<file path="src/hdl/lqrisf_pkg.sv">
// Shared types, widths and constants of the LQR servo with integral action.
// Used by every module of the block; depends on nothing else.
`default_nettype none

package lqrisf_pkg;

  localparam int unsigned N_STATES      = 6;
  localparam int unsigned N_DRIVES      = 4;
  localparam int unsigned N_REFS        = 3;
  localparam int unsigned N_TERMS       = N_STATES + N_REFS;
  localparam int unsigned N_GAINS       = N_DRIVES * N_TERMS;
  localparam int unsigned FRAC_BITS_DEF = 16;

  localparam int unsigned DATA_W    = 32;
  localparam int unsigned ERR_W     = DATA_W + 1;
  localparam int unsigned PROD_W    = DATA_W + ERR_W;
  localparam int unsigned TERM_W    = $clog2(N_TERMS);
  localparam int unsigned ACC_GUARD = $clog2(N_TERMS + 1);
  localparam int unsigned IDX_W     = 6;
  localparam int unsigned LANE_W    = $clog2(N_DRIVES);
  localparam int unsigned REF_W     = $clog2(N_REFS);

  localparam int unsigned PERIOD_W    = 16;
  localparam int unsigned PERIOD_FRAC = 16;
  localparam int unsigned IPROD_W     = PERIOD_W + 1 + ERR_W;
  localparam int unsigned ISTEP_W     = IPROD_W - PERIOD_FRAC;
  localparam int unsigned ISUM_W      = ISTEP_W + 1;
  localparam logic [PERIOD_W-1:0] PERIOD_RESET = 16'd655;

  localparam int unsigned N_CFG       = 8;
  localparam int unsigned APB_ADDR_W  = $clog2(N_CFG) + 2;
  localparam int unsigned APB_DATA_W  = 32;
  localparam int unsigned IN_TDATA_W  = 232;
  localparam int unsigned OUT_TDATA_W = N_DRIVES * DATA_W;

  localparam logic [DATA_W-1:0] SAT_MAX = {1'b0, {(DATA_W-1){1'b1}}};
  localparam logic [DATA_W-1:0] SAT_MIN = {1'b1, {(DATA_W-1){1'b0}}};

  typedef enum logic [2:0] {
    REG_REF1, REG_REF2, REG_REF3, REG_TRIM_F1,
    REG_TRIM_F2, REG_TRIM_A1, REG_TRIM_A2, REG_PERIOD
  } cfg_reg_e;

  typedef enum logic {
    REQ_SAMPLE = 1'b0,
    REQ_GAIN   = 1'b1
  } req_type_e;

  typedef enum logic [2:0] {
    ST_IDLE, ST_ERR, ST_INT_MUL, ST_INT_ADD, ST_MAC, ST_DRAIN, ST_MERGE
  } state_e;

  typedef logic [N_REFS-1:0][ERR_W-1:0]  err_vec_t;
  typedef logic [N_REFS-1:0][DATA_W-1:0] data_vec_t;

  typedef struct packed {
    logic              start;
    logic              mul_en;
    logic [TERM_W-1:0] term;
  } lane_ctrl_t;

  typedef struct packed {
    logic [TERM_W-1:0] term;
    logic [DATA_W-1:0] value;
  } gain_wr_t;

  typedef struct packed {
    logic mul_en;
    logic upd_en;
  } integ_ctrl_t;

  typedef struct packed {
    logic              hit;
    logic [LANE_W-1:0] lane;
    logic [TERM_W-1:0] term;
  } gain_dec_t;

  // Global table slot of term k of drive r: state gains row-major, then integral gains.
  function automatic logic [IDX_W-1:0] gain_slot(int unsigned r, int unsigned k);
    if (k < N_STATES) begin
      return IDX_W'(r * N_STATES + k);
    end
    return IDX_W'(N_DRIVES * N_STATES + r * N_REFS + (k - N_STATES));
  endfunction

  // Map a gain slot to the lane and term that hold it; slots past the table miss.
  function automatic gain_dec_t gain_decode(logic [IDX_W-1:0] idx);
    gain_dec_t d;
    d = '0;
    for (int unsigned r = 0; r < N_DRIVES; r++) begin
      for (int unsigned k = 0; k < N_TERMS; k++) begin
        if (idx == gain_slot(r, k)) begin
          d.hit  = 1'b1;
          d.lane = LANE_W'(r);
          d.term = TERM_W'(k);
        end
      end
    end
    return d;
  endfunction

endpackage

`default_nettype wire

</file>
<file path="src/hdl/lqrisf_lane.sv">
// One drive lane: its nine gains, one multiplier and a running accumulator.
// Depends on lqrisf_pkg.
`default_nettype none

module lqrisf_lane #(
  parameter  int unsigned FRAC_BITS = lqrisf_pkg::FRAC_BITS_DEF,
  localparam int unsigned ACC_W     = lqrisf_pkg::PROD_W - FRAC_BITS + lqrisf_pkg::ACC_GUARD
) (
  input  wire logic                              clk_i,
  input  wire logic                              rst_ni,
  input  wire logic                              gain_we_i,
  input  wire lqrisf_pkg::gain_wr_t              gain_wr_i,
  input  wire lqrisf_pkg::lane_ctrl_t            ctrl_i,
  input  wire logic [lqrisf_pkg::ERR_W-1:0]      op_i,
  input  wire logic [lqrisf_pkg::DATA_W-1:0]     trim_i,
  output logic [ACC_W-1:0]                       acc_o
);

  localparam int unsigned DW  = lqrisf_pkg::DATA_W;
  localparam int unsigned PW  = lqrisf_pkg::PROD_W;
  localparam int unsigned SHW = PW - FRAC_BITS;

  logic signed [DW-1:0] gain_q [lqrisf_pkg::N_TERMS];
  logic signed [PW-1:0] prod_q;
  logic                 prod_vld_q;
  logic [ACC_W-1:0]     acc_q;
  logic [SHW-1:0]       shifted;

  always_ff @(posedge clk_i) begin
    if (gain_we_i) begin
      gain_q[gain_wr_i.term] <= gain_wr_i.value;
    end
  end

  always_ff @(posedge clk_i) begin
    if (ctrl_i.mul_en) begin
      prod_q <= gain_q[ctrl_i.term] * $signed(op_i);
    end
  end

  // Floor by arithmetic shift: drop the fraction of the exact product.
  assign shifted = prod_q[PW-1:FRAC_BITS];

  always_ff @(posedge clk_i or negedge rst_ni) begin
    if (!rst_ni) begin
      prod_vld_q <= 1'b0;
    end else begin
      prod_vld_q <= ctrl_i.mul_en;
    end
  end

  always_ff @(posedge clk_i) begin
    if (ctrl_i.start) begin
      acc_q <= {{(ACC_W-DW){trim_i[DW-1]}}, trim_i};
    end else if (prod_vld_q) begin
      acc_q <= acc_q - {{(ACC_W-SHW){shifted[SHW-1]}}, shifted};
    end
  end

  assign acc_o = acc_q;

endmodule

`default_nettype wire

</file>
<file path="config.mk">
export PLATFORM = sky130hd
export DESIGN_NAME = lqrisf_lane
export DESIGN_NICKNAME = d
export VERILOG_FILES = /design/src/hdl/lqrisf_pkg.sv /design/src/hdl/lqrisf_lane.sv
export SDC_FILE = /design/constraint.sdc
export NUM_CORES = 2
export LEC_CHECK = 0
export BUFFER_PORTS_ARGS = -buffer_cell sky130_fd_sc_hd__buf_2
export CAP_MARGIN = 20
export CORE_MARGIN = 10
export CORE_UTILIZATION = 61
export CTS_CLUSTER_SIZE = 16
export DETAILED_ROUTE_END_ITERATION = 8
export GPL_TIMING_DRIVEN = 1
export HOLD_SLACK_MARGIN = 0.06
export PLACE_DENSITY = 0.77
export SLEW_MARGIN = 30
export SYNTH_ARGS = -nofsm -noshare
export SYNTH_HDL_FRONTEND = slang
export SYNTH_SLANG_ARGS = --single-unit
</file>
<file path="constraint.sdc">
create_clock -name clk_i -period 21.7 [get_ports clk_i]
set_input_delay 0 -clock clk_i [delete_from_list [all_inputs] [get_ports clk_i]]
set_output_delay 0 -clock clk_i [all_outputs]
set_load 0.02 [all_outputs]
</file>
==> results.sh <==
export IMPL_outcome="finished, final reports clean"
export IMPL_routed_top_layer="met4"
export IMPL_skew_ns=0.0304
export IMPL_post_cts_resized=0
export IMPL_synthFlopType="edfxtp_1"
export IMPL_report_final_slew_viol_count=0
export IMPL_async_flop_share=0.00256
export IMPL_finalHoldViolations=0
export IMPL_cts_buffer_depth=3
export IMPL_maxCapViolCount=0
export IMPL_avgRoutedWirePerCell_um=21.8
export IMPL_grt_pass1_wl_mm=222
export IMPL_nets=6601
export IMPL_drtAntennaViolNets=0
export IMPL_antenna_found_initial=2
export IMPL_slowest_stage="fa_1"
export IMPL_routedLengthMet1_mm=52.7
export IMPL_ys_ff_latch=391
export IMPL_max_slew_margin_rel=0.327
export IMPL_synth_warnings=0
export IMPL_rsz0062_at_grt="false"
export IMPL_cp_common_cell="fa_1"
export IMPL_finalCritPeriodShare=0.443
export IMPL_dr_pass1_iters=5
export IMPL_synth_seq_area_share=0.217
export IMPL_start_util=0.614
export IMPL_io_pins=163
export IMPL_syn2layout_area_growth_pct=7.59
export IMPL_holdBufCountCts=76
export IMPL_post_drt_via_cell_ratio=5.80
export IMPL_wl_met3_mm=13.9
export IMPL_drive_gt1_frac=0.0797
export IMPL_placed_cell_area_um2=56200
export IMPL_place_hpwl_mm=100
export IMPL_route_vias_total=36800
export IMPL_drtIter0Drc=3217
export IMPL_route_detailed_drc=0
export IMPL_synth_edf_count=390
export IMPL_die_h_um=318
export IMPL_fp_dieArea_um2=101000
export IMPL_layout_commonest_cell="fa_1"
export IMPL_cts_setup_buffers=0
export IMPL_critical_path_max_stage_delay_ns=0.95
export IMPL_worstSkewPairLatency_ns=0.62
export IMPL_design_area_um2=58300
export IMPL_grt_pass1_vias=40200
export IMPL_io_buffer_count=162
export IMPL_std_cell_rows=109
export IMPL_ys_types=73
export IMPL_tns_ns=0
export IMPL_hp_class="input pin to register"
export IMPL_wl_mm=138
export IMPL_final_cell_mix="1,112 x fa_1, 1,067 x inv_1, 575 x nand2_1, 390 x edfxtp_1, 281 x and2_1"
export IMPL_worstSetupStartpointType="input pin"
export IMPL_syn_inst=5051
export IMPL_core_area_um2=88200
export IMPL_grt_use_total=0.277
export IMPL_syn_avg_cell_area_um2=10.7
export IMPL_crit_family="adder cells"
export IMPL_criticalPathCategory="input pin to register"
export IMPL_gp_congestion=0.923
export IMPL_grt_max_degree=58
export IMPL_worstPathArrival_ns=9.98
export IMPL_cp_end_kind="register"
export IMPL_finalCriticalPeriod_ns=9.61
export IMPL_die_w_um=318
export IMPL_gr_total_overflow=0
export IMPL_worstPathRequired_ns=22.07
export IMPL_cts_sinks=391
export IMPL_htree_num_levels=2
export IMPL_cts_made_buffers=44
export IMPL_syn_cell_area_um2=54200
export IMPL_synth_nets=6507
export IMPL_crit_buf_inv=8
export IMPL_fmax_ghz=0.104
export IMPL_setup_viol=0
export IMPL_wl_met2_mm=66.2
export IMPL_clk_pin_slew_ns=0.06
export IMPL_cp_max_fo=36
export IMPL_cts_root_buf="clkbuf_16"
export IMPL_cts_tree="yes"
export IMPL_tightest_slew_ns=1.01
[sequential cells by signal, summed over array words and instances, names as in the netlist]
| signal | cells |
|---|---|
| prod_vld_q | 1 |
| acc_o | 53 |
| prod_q | 49 |
| gain_q | 288 |
[cells in the mapped netlist, types with 4 or more instances]
cell	count	area share
a211oi_1	11	0.0015
a21o_1	67	0.0093
a21oi_1	113	0.010
a31o_2	4	0.00065
a31oi_1	13	0.0015
and2_1	281	0.032
and3_1	14	0.0016
and4_1	4	0.00065
buf_1	10	0.00069
buf_2	4	0.00037
clkbuf_1	234	0.016
edfxtp_1	390	0.22
fa_1	1112	0.41
ha_1	234	0.054
inv_1	1067	0.074
mux2i_1	30	0.0055
mux4_2	64	0.027
nand2_1	575	0.040
nand2b_1	58	0.0067
nand3_1	13	0.0012
nand4_1	21	0.0024
nor2_1	87	0.0060
nor2b_1	268	0.031
nor3_1	16	0.0015
o211ai_1	13	0.0018
o21a_1	21	0.0029
o21ai_0	88	0.0081
o21ai_1	27	0.0025
o21bai_1	17	0.0024
o31a_1	4	0.00065
o31ai_1	15	0.0021
or2_2	13	0.0015
or3_1	4	0.00046
xnor2_1	63	0.010
xor2_1	36	0.0058
[metrics by stage]
stage	util	setup slack, ns	cells	hold slack, ns
final	0.661	12.09	6346	0.180
after global routing	0.661	11.46	6346	0.185
after CTS	0.661	12.08	6344	0.152
after detailed placement	0.637	11.44	6188	-0.224
after global placement	0.637	11.49	6188	-0.225
after floorplan	-	12.95	5051	-0.296
[layout make-up]
class	count	area, um2
antenna	2	5.00
inverter	1067	4010
clock buffer	53	1130
multi-input combinational	3344	37700
timing repair buffer	297	2020
fill	6568	29900
sequential	391	11700
tap	1165	1460
clock inverter	27	231
[metal layers]
| layer | global-route usage | up-vias |
|---|---|---|
| met5 | 0 | - |
| met3 | 0.0614 | 408 |
| met2 | 0.453 | 1944 |
| met1 | 0.361 | 18800 |
| li1 | - | 15700 |
| met4 | 0.102 | 0 |
[worst register-to-register path: cells and delay by family, from the launching register on]
kind                     cells  cell delay, ns
adder cells (fa/ha/maj)      9            5.24
multiplexers                 2            0.67
flip-flops                   1            0.39
AO/OA/AOI/OAI                8            1.39
buffers and inverters        6            0.96
XOR/XNOR                     1            0.07
AND/OR/NAND/NOR              3            0.31
[cell families after synthesis]
logic type	synth area share
xor gates and xnor gates	0.0160
muxes	0.0323
adders and majority gates	0.465
and+or+nand+nor	0.127
DFF	0.217
buffers and inverters	0.0914
AOI/OAI and AO/OA	0.0518
[final timing paths]
kind                                        startpoint  slack, ns                endpoint  depth (start not counted)
worst max-delay path                         ctrl_i[0]      12.09    prod_q[64]$_DFFE_PP_                         31
worst min-delay path                         gain_we_i       0.18  gain_q[8][0]$_DFFE_PP_                          4
worst max register to register  gain_q[0][2]$_DFFE_PP_      12.39    prod_q[64]$_DFFE_PP_                         29
worst min register to register    prod_q[16]$_DFFE_PP_       0.73      acc_o[0]$_DFFE_PP_                          2
max in group asynchronous                       rst_ni      21.37    prod_vld_q$_DFF_PN0_                          3
min in group asynchronous                       rst_ni       0.23    prod_vld_q$_DFF_PN0_                          3
Power is left out: the tool's default activity adds up to more than one toggle a clock period on the data nets, which glitch-free logic cannot reach.
