## config.mk

```make
export PLATFORM = sky130hd
export DESIGN_NAME = lqrisf_merge
export DESIGN_NICKNAME = d
export VERILOG_FILES = /design/src/hdl/lqrisf_pkg.sv /design/src/hdl/lqrisf_merge.sv
export SDC_FILE = /design/constraint.sdc
export NUM_CORES = 1
export LEC_CHECK = 0
export BUFFER_PORTS_ARGS = -buffer_cell sky130_fd_sc_hd__buf_2
export CAP_MARGIN = 15
export CORE_AREA = 2 2 137 139
export DETAILED_ROUTE_END_ITERATION = 12
export DIE_AREA = 0 0 139 141
export PLACE_DENSITY_LB_ADDON = 0.08
export SLEW_MARGIN = 0
export SYNTH_ARGS = -nofsm -noshare
export SYNTH_HDL_FRONTEND = slang
export SYNTH_SLANG_ARGS = --single-unit
export TNS_END_PERCENT = 50
```

## constraint.sdc

```tcl
create_clock -name clk_i -period 1.8 [get_ports clk_i]
set_clock_uncertainty 0.15 [all_clocks]
set_input_delay 0.09 -clock clk_i [delete_from_list [all_inputs] [get_ports clk_i]]
set_output_delay 0.09 -clock clk_i [all_outputs]
set_load 0.02 [all_outputs]
```

## src/hdl/lqrisf_pkg.sv

```systemverilog
// Shared types, widths and constants of the LQR servo with integral action.
// Used by every module of the block; depends on nothing else.
`default_nettype none

package lqrisf_pkg;

  localparam int unsigned N_STATES      = 6;
  localparam int unsigned N_DRIVES      = 4;
  localparam int unsigned N_REFS        = 3;
  localparam int unsigned N_TERMS       = N_STATES + N_REFS;
  localparam int unsigned N_GAINS       = N_DRIVES * N_TERMS;
  localparam int unsigned FRAC_BITS_DEF = 16;

  localparam int unsigned DATA_W    = 32;
  localparam int unsigned ERR_W     = DATA_W + 1;
  localparam int unsigned PROD_W    = DATA_W + ERR_W;
  localparam int unsigned TERM_W    = $clog2(N_TERMS);
  localparam int unsigned ACC_GUARD = $clog2(N_TERMS + 1);
  localparam int unsigned IDX_W     = 6;
  localparam int unsigned LANE_W    = $clog2(N_DRIVES);
  localparam int unsigned REF_W     = $clog2(N_REFS);

  localparam int unsigned PERIOD_W    = 16;
  localparam int unsigned PERIOD_FRAC = 16;
  localparam int unsigned IPROD_W     = PERIOD_W + 1 + ERR_W;
  localparam int unsigned ISTEP_W     = IPROD_W - PERIOD_FRAC;
  localparam int unsigned ISUM_W      = ISTEP_W + 1;
  localparam logic [PERIOD_W-1:0] PERIOD_RESET = 16'd655;

  localparam int unsigned N_CFG       = 8;
  localparam int unsigned APB_ADDR_W  = $clog2(N_CFG) + 2;
  localparam int unsigned APB_DATA_W  = 32;
  localparam int unsigned IN_TDATA_W  = 232;
  localparam int unsigned OUT_TDATA_W = N_DRIVES * DATA_W;

  localparam logic [DATA_W-1:0] SAT_MAX = {1'b0, {(DATA_W-1){1'b1}}};
  localparam logic [DATA_W-1:0] SAT_MIN = {1'b1, {(DATA_W-1){1'b0}}};

  typedef enum logic [2:0] {
    REG_REF1, REG_REF2, REG_REF3, REG_TRIM_F1,
    REG_TRIM_F2, REG_TRIM_A1, REG_TRIM_A2, REG_PERIOD
  } cfg_reg_e;

  typedef enum logic {
    REQ_SAMPLE = 1'b0,
    REQ_GAIN   = 1'b1
  } req_type_e;

  typedef enum logic [2:0] {
    ST_IDLE, ST_ERR, ST_INT_MUL, ST_INT_ADD, ST_MAC, ST_DRAIN, ST_MERGE
  } state_e;

  typedef logic [N_REFS-1:0][ERR_W-1:0]  err_vec_t;
  typedef logic [N_REFS-1:0][DATA_W-1:0] data_vec_t;

  typedef struct packed {
    logic              start;
    logic              mul_en;
    logic [TERM_W-1:0] term;
  } lane_ctrl_t;

  typedef struct packed {
    logic [TERM_W-1:0] term;
    logic [DATA_W-1:0] value;
  } gain_wr_t;

  typedef struct packed {
    logic mul_en;
    logic upd_en;
  } integ_ctrl_t;

  typedef struct packed {
    logic              hit;
    logic [LANE_W-1:0] lane;
    logic [TERM_W-1:0] term;
  } gain_dec_t;

  // Global table slot of term k of drive r: state gains row-major, then integral gains.
  function automatic logic [IDX_W-1:0] gain_slot(int unsigned r, int unsigned k);
    if (k < N_STATES) begin
      return IDX_W'(r * N_STATES + k);
    end
    return IDX_W'(N_DRIVES * N_STATES + r * N_REFS + (k - N_STATES));
  endfunction

  // Map a gain slot to the lane and term that hold it; slots past the table miss.
  function automatic gain_dec_t gain_decode(logic [IDX_W-1:0] idx);
    gain_dec_t d;
    d = '0;
    for (int unsigned r = 0; r < N_DRIVES; r++) begin
      for (int unsigned k = 0; k < N_TERMS; k++) begin
        if (idx == gain_slot(r, k)) begin
          d.hit  = 1'b1;
          d.lane = LANE_W'(r);
          d.term = TERM_W'(k);
        end
      end
    end
    return d;
  endfunction

endpackage

`default_nettype wire

```

## src/hdl/lqrisf_merge.sv

```systemverilog
// Merging stage: saturates the lane sums, folds in the flag, holds the result.
// Depends on lqrisf_pkg.
`default_nettype none

module lqrisf_merge #(
  parameter  int unsigned FRAC_BITS = lqrisf_pkg::FRAC_BITS_DEF,
  localparam int unsigned ACC_W     = lqrisf_pkg::PROD_W - FRAC_BITS + lqrisf_pkg::ACC_GUARD
) (
  input  wire logic                                        clk_i,
  input  wire logic                                        rst_ni,
  input  wire logic                                        load_i,
  input  wire logic [lqrisf_pkg::N_DRIVES-1:0][ACC_W-1:0]  acc_i,
  input  wire logic                                        integ_sat_i,
  output logic                                             free_o,
  input  wire logic                                        m_axis_tready,
  output logic                                             m_axis_tvalid,
  output logic [lqrisf_pkg::OUT_TDATA_W-1:0]               m_axis_tdata,
  output logic                                             m_axis_tuser
);

  localparam int unsigned DW = lqrisf_pkg::DATA_W;
  localparam int unsigned ND = lqrisf_pkg::N_DRIVES;

  logic [ND-1:0][DW-1:0] drive_d;
  logic [ND-1:0]         clip;
  logic [lqrisf_pkg::OUT_TDATA_W-1:0] data_q;
  logic                  sat_q;
  logic                  vld_q;

  always_comb begin
    for (int r = 0; r < ND; r++) begin
      clip[r] = 1'b1;
      if (!acc_i[r][ACC_W-1] && (|acc_i[r][ACC_W-2:DW-1])) begin
        drive_d[r] = lqrisf_pkg::SAT_MAX;
      end else if (acc_i[r][ACC_W-1] && !(&acc_i[r][ACC_W-2:DW-1])) begin
        drive_d[r] = lqrisf_pkg::SAT_MIN;
      end else begin
        drive_d[r] = acc_i[r][DW-1:0];
        clip[r]    = 1'b0;
      end
    end
  end

  assign free_o = !vld_q || m_axis_tready;

  always_ff @(posedge clk_i or negedge rst_ni) begin
    if (!rst_ni) begin
      vld_q <= 1'b0;
    end else if (load_i) begin
      vld_q <= 1'b1;
    end else if (m_axis_tready) begin
      vld_q <= 1'b0;
    end
  end

  always_ff @(posedge clk_i) begin
    if (load_i) begin
      data_q <= drive_d;
      sat_q  <= integ_sat_i || (|clip);
    end
  end

  assign m_axis_tvalid = vld_q;
  assign m_axis_tdata  = data_q;
  assign m_axis_tuser  = sat_q;

endmodule

`default_nettype wire

```

==> results.sh, run 1 <==
export IMPL_ys_warn_count=0
export IMPL_synthCells=475
export IMPL_synth_cell_types=15
export IMPL_critPathArrivalTime_ps=1830
export IMPL_synth_edf_count=129
export IMPL_final_antenna_net_count=0
export IMPL_initialDrtViolationCount=214
export IMPL_cts_tree="built"
export IMPL_required_ps=1790
export IMPL_setup_violations=1
export IMPL_crit_path_top_delay_cell="or4_4"
export IMPL_cts_root_buf="clkbuf_16"
export IMPL_die_h_um=141
export IMPL_antennaDiodeCount=0
export IMPL_syn_avg_cell_area_um2=11.4
export IMPL_critPathKind="in2reg"
export IMPL_power_density_mw_per_mm2=907
export IMPL_min_path_cells=4
export IMPL_slew_headroom=0.759
export IMPL_fp_dieArea_mm2=0.0196
export IMPL_holdWs_ps=21.9
export IMPL_min_path_type="in2reg"
export IMPL_postRouteWirelength_mm=18.1
export IMPL_final_nets=1176
export IMPL_status="finished, violations left"
export IMPL_syn_nets=692
export IMPL_place_gp_congestion=0.885
export IMPL_grt_start_max_net_pins=51
export IMPL_path_clk_slew_ps=50
export IMPL_num_vias=5360
export IMPL_worst_slew_pin_slew_ps=360
export IMPL_synth_async_sr_flop_share=0.00769
export IMPL_violations="negative setup slack"
export IMPL_synth_top_flop_cell="edfxtp_1"
export IMPL_overflow=0
export IMPL_port_buffers=347
export IMPL_period_minus_slack_ps=1840
export IMPL_clock_path_buffers=2
export IMPL_min_from="acc_i[145]"
export IMPL_ff2ff_path_depth=2
export IMPL_syn_area_mm2=0.00541
export IMPL_r2r_slack_ps=1030
export IMPL_antenna_found_initial=0
export IMPL_cts_buffers=17
export IMPL_cp_num_buf_inv=1
export IMPL_wire_per_inst_um=15.0
export IMPL_clkSinkCount=130
export IMPL_cpMostUsedCell="nand4_1"
export IMPL_max_freq_mhz=542
export IMPL_layout_drive_gt1_share=0.414
export IMPL_grt_pass1_wl_mm=27.7
export IMPL_dp_hpwl_mm=12.9
export IMPL_rsz0062_at_grt="yes"
export IMPL_pin_count=348
export IMPL_post_route_period_util=1.02
export IMPL_peakVddDrop_v=0.000646
export IMPL_worstPathMaxFanout=2
export IMPL_r2r_end="m_axis_tvalid"
export IMPL_drv_cap=0
export IMPL_initial_core_util=0.296
export IMPL_drcViolationCount=0
export IMPL_path_delay_family="simple AND/OR/NAND/NOR gates"
export IMPL_htreeDepth=4
export IMPL_track_usage=0.182
export IMPL_firstDrtPassIters=7
export IMPL_tns_ps=-43.6
export IMPL_area_growth_synth_to_final_pct=75.7
export IMPL_min_to="m_axis_tuser"
export IMPL_grt_pass1_vias=5653
export IMPL_setup_worst_path_start_class="primary input"
export IMPL_post_drt_via_cell_ratio=4.45
export IMPL_fin_total_pwr_uw=8620
export IMPL_setup_ws_ps=-43.6
export IMPL_r2r_start="m_axis_tvalid"
export IMPL_critical_path_endpoint_type="flip-flop"
export IMPL_ys_seq_area_frac=0.721
export IMPL_worstPathCellList="buf_2 > nand4_1 > or4_4 > o31ai_4 > nand4_1 > or4b_1"
export IMPL_clk_latency_ps=410
export IMPL_row_count=50
export IMPL_floorplan_die_width_um=139
export IMPL_ys_seq_elements=130
export IMPL_coreArea_mm2=0.0183
export IMPL_leakagePower_uw=0.00435
export IMPL_slew_viol_final=0
export IMPL_slowest_delay_ps=560
export IMPL_hold_viol_final=0
## worst max-delay path by stage
stage | cells past startpoint | end | start
6_report | 6 | m_axis_tuser | acc_i[150]
5_1_grt | 5 | m_axis_tuser | acc_i[139]
4_1_cts | 5 | m_axis_tuser | acc_i[139]
3_5_place_dp | 5 | m_axis_tuser | acc_i[138]
3_3_place_gp | 5 | m_axis_tuser | acc_i[138]
2_1_floorplan | 4 | m_axis_tuser | acc_i[191]
## metrics by stage
stage	instances	instance area [µm²]	setup WS [ps]	util
floorplan	475	5440	-242	-
global placement	1040	7550	-495	0.413
detailed placement	1040	7550	-506	0.413
CTS	1204	9480	-23.7	0.519
global route	1205	9510	-98.0	0.520
finish	1205	9510	-43.6	0.520
## state kept, by name (all words and copies together) (netlist names)
name and count:
m_axis_tdata 128, m_axis_tuser 1, m_axis_tvalid 1
## routing by layer
| metal | global-route usage | wire [µm] | vias up |
|---|---|---|---|
| met4 | 0.0659 | 351 | 0 |
| met5 | 0 | 0 | - |
| met1 | 0.201 | 7120 | 2453 |
| met3 | 0.0635 | 1390 | 23 |
| met2 | 0.325 | 9250 | 256 |
| li1 | - | - | 2628 |
## tightest hold or removal path, cell delays in order
cell and delay [ps]:
buf_2 110, o41ai_4 80, nand3_1 80, or4b_1 110
## timing repair
item / 4_1_cts / 5_1_grt
hold endpoints to repair: 149 / 0
gates resized for setup: 2 / 3
hold buffers: 133 / 0
setup endpoints to repair: 1 / 1
pin swaps: 4 / 9
buffers inserted: 0 / 1
## kinds of logic (layout without fill, tap and decap cells)
logic type / after synthesis / count (layout) / share of synthesized area
and+or+nand+nor: 305 / 305 / 0.237
DFF: 130 / 130 / 0.721
buffers and inverters: 32 / 528 / 0.0222
AOI/OAI and AO/OA: 8 / 8 / 0.0204
## synth_stat cells (2+ instances only)
| library cell | number | area [µm²] |
|---|---|---|
| nand2b_1 | 2 | 12.5 |
| nor3_1 | 4 | 20.0 |
| o31ai_2 | 3 | 37.5 |
| nand2_1 | 252 | 946 |
| nor4_1 | 12 | 75.1 |
| or4_1 | 8 | 60.1 |
| inv_1 | 4 | 15.0 |
| o41ai_2 | 4 | 65.1 |
| nand3_1 | 5 | 25.0 |
| edfxtp_1 | 129 | 3870 |
| nand4_1 | 21 | 131 |
| clkbuf_1 | 28 | 105 |
## placed cells by master (no fill, tap or decap)
cell type / count
buf_12: 2
buf_2: 345
buf_4: 11
buf_6: 2
bufinv_16: 3
clkbuf_1: 1
clkbuf_16: 17
clkinv_1: 1
clkinv_2: 2
clkinv_4: 2
clkinvlp_4: 3
dfrtp_1: 1
dlygate4sd3_1: 133
edfxtp_1: 129
inv_1: 4
inv_6: 2
nand2_1: 252
nand2b_1: 2
nand3_1: 5
nand4_1: 21
nor3_1: 4
nor4_1: 11
nor4_4: 1
o31ai_4: 4
o41ai_4: 4
or4_1: 4
or4_4: 4
or4b_1: 1
## where the power goes
part	leakage (µW)	internal (µW)	switching [µW]	total (µW)
clock	0.000280	2170	1290	3470
sequential	0.00128	3620	57.9	3680
combinational	0.00279	633	840	1470
## final cells by class
type,count,area (µm²)
multi-input combinational,313,1510
inverter,4,15.0
sequential,130,3900
clock buffer,18,429
tap,234,293
timing repair buffer,493,3200
clock inverter,13,161
fill,1721,8760
Note: power is estimated with default switching activity, not from simulation.
==> run 2: changes to the inputs <==
--- a/config.mk
+++ b/config.mk
@@ -11,6 +11,7 @@
 export DETAILED_ROUTE_END_ITERATION = 12
 export DIE_AREA = 0 0 139 141
 export PLACE_DENSITY_LB_ADDON = 0.08
+export REMOVE_ABC_BUFFERS = 1
 export SLEW_MARGIN = 0
 export SYNTH_ARGS = -nofsm -noshare
 export SYNTH_HDL_FRONTEND = slang
==> results.sh, run 2 (synthesis gave the netlist of run 1 again) <==
export IMPL_track_usage=0.183
export IMPL_ff2ff_path_depth=2
export IMPL_critPathKind="in2reg"
export IMPL_r2r_slack_ps=1020
export IMPL_drcViolationCount=0
export IMPL_leakagePower_uw=0.00434
export IMPL_grt_start_max_net_pins=49
export IMPL_power_density_mw_per_mm2=900
export IMPL_crit_path_top_delay_cell="or4_4"
export IMPL_clock_path_buffers=2
export IMPL_setup_worst_path_start_class="primary input"
export IMPL_layout_drive_gt1_share=0.411
export IMPL_most_common_layout_cells="346 x buf_2, 252 x nand2_1, 135 x dlygate4sd3_1, 129 x edfxtp_1, 21 x nand4_1"
export IMPL_fp_dieArea_mm2=0.0196
export IMPL_clkSinkCount=130
export IMPL_pin_count=348
export IMPL_setup_worst_path_end="m_axis_tuser"
export IMPL_post_route_period_util=1.01
export IMPL_grt_pass1_vias=5640
export IMPL_use_met1=0.201
export IMPL_initial_core_util=0.296
export IMPL_postRouteWirelength_mm=18.0
export IMPL_post_drt_via_cell_ratio=4.45
export IMPL_path_clk_slew_ps=60
export IMPL_peakVddDrop_v=0.000604
export IMPL_slowest_delay_ps=560
export IMPL_slew_headroom=0.750
export IMPL_largest_reg_flops=128
export IMPL_crit_start="acc_i[154]"
export IMPL_rsz0062_at_grt="yes"
export IMPL_final_antenna_net_count=0
export IMPL_design_area_mm2=0.00949
export IMPL_row_count=50
export IMPL_cpMostUsedCell="nand4_1"
export IMPL_overflow=0
export IMPL_worstPathCellList="buf_2 > nand4_1 > or4_4 > o31ai_4 > nand4_1 > or4b_1"
export IMPL_cts_tree="built"
export IMPL_final_common_cell="buf_2"
export IMPL_final_nets=1177
export IMPL_place_gp_congestion=0.870
export IMPL_grt_pass1_wl_mm=28.1
export IMPL_use_met2=0.332
export IMPL_required_ps=1800
export IMPL_pre_cts_ws_ps=-454
export IMPL_cp_num_buf_inv=1
export IMPL_setup_ws_ps=-13.3
export IMPL_critPathArrivalTime_ps=1820
export IMPL_initialDrtViolationCount=200
export IMPL_firstDrtPassIters=4
export IMPL_min_path_type="in2reg"
export IMPL_worst_slew_pin_slew_ps=374
export IMPL_port_buffers=347
export IMPL_wire_per_inst_um=14.8
export IMPL_clk_latency_ps=410
export IMPL_cts_buffers=17
export IMPL_die_h_um=141
export IMPL_cts_root_buf="clkbuf_16"
export IMPL_min_path_cells=4
export IMPL_cp_depth=6
export IMPL_max_freq_mhz=551
export IMPL_fill_cells=1703
export IMPL_period_minus_slack_ps=1810
export IMPL_hold_viol_final=0
export IMPL_slew_viol_final=0
export IMPL_r2r_start="m_axis_tvalid"
export IMPL_htreeDepth=4
export IMPL_area_growth_synth_to_final_pct=75.5
export IMPL_dp_cells=1040
export IMPL_drv_cap=0
export IMPL_layout_cells_non_filler=1209
export IMPL_worstPathMaxFanout=2
export IMPL_dp_hpwl_mm=12.8
export IMPL_critical_path_endpoint_type="flip-flop"
export IMPL_busiest_layer="met2"
export IMPL_met3_usage=0.0516
export IMPL_setup_violations=1
export IMPL_antenna_found_initial=2
export IMPL_path_delay_family="simple AND/OR/NAND/NOR gates"
export IMPL_status="finished, violations left"
export IMPL_violations="negative setup slack"
export IMPL_num_vias=5379
export IMPL_r2r_end="m_axis_tvalid"
export IMPL_coreArea_mm2=0.0183
export IMPL_final_util=0.520
export IMPL_cts_setup_buffers=0
export IMPL_place_area_mm2=0.00755
export IMPL_floorplan_die_width_um=139
## run 2: cell type report
cell class	count	area, µm²	share of cell area
clock buffers	17	425	0.0448
multi-input cells	313	1480	0.156
diodes	2	5.00	0.000527
repair buffers	494	3220	0.339
inverters	4	15.0	0.00158
flip-flops and latches	130	3900	0.411
well taps	234	293	0.0308
clock inverters	15	159	0.0167
## run 2: worst register-to-register path, cell delays in order, from the launching register on
cell and delay (ps):
dfrtp_1 380, nand2b_1 80, nand2b_1 60
## run 2: through the flow
step | TNS (ps) | hold WS (ps) | total power [µW]
finish | -13.3 | 24.4 | 8550
global route | -57.5 | 35.4 | 8890
CTS | 0 | 14.5 | 8650
detailed placement | -31620 | -279 | 4990
global placement | -31490 | -285 | 4980
floorplan | -109210 | -356 | 4310
## run 2: power by group
group / internal, µW / leakage (µW) / switching (µW) / total (µW)
sequential: 3620 / 0.00128 / 61.3 / 3680
clock: 2050 / 0.000280 / 1340 / 3390
combinational: 632 / 0.00278 / 836 / 1470
total: 6300 / 0.00434 / 2240 / 8550
## run 2: worst min path at each step
stage | start | endpoint
floorplan | rst_ni | m_axis_tvalid
global placement | rst_ni | m_axis_tvalid
detailed placement | rst_ni | m_axis_tvalid
CTS | acc_i[41] | m_axis_tuser
global route | acc_i[38] | m_axis_tuser
finish | acc_i[38] | m_axis_tuser
## run 2: metal layers
layer	share of wire	vias up
li1	-	2637
met1	0.38	2478
met2	0.52	238
met3	0.074	26
met4	0.022	0
met5	0	-
## run 2: timing repair
| item | in CTS | in global routing |
|---|---|---|
| cloned | 0 | 0 |
| resized for setup | 1 | 0 |
| hold buffers | 135 | 0 |
| endpoints found under the setup margin | 1 | 1 |
| hold endpoints to repair | 141 | 0 |
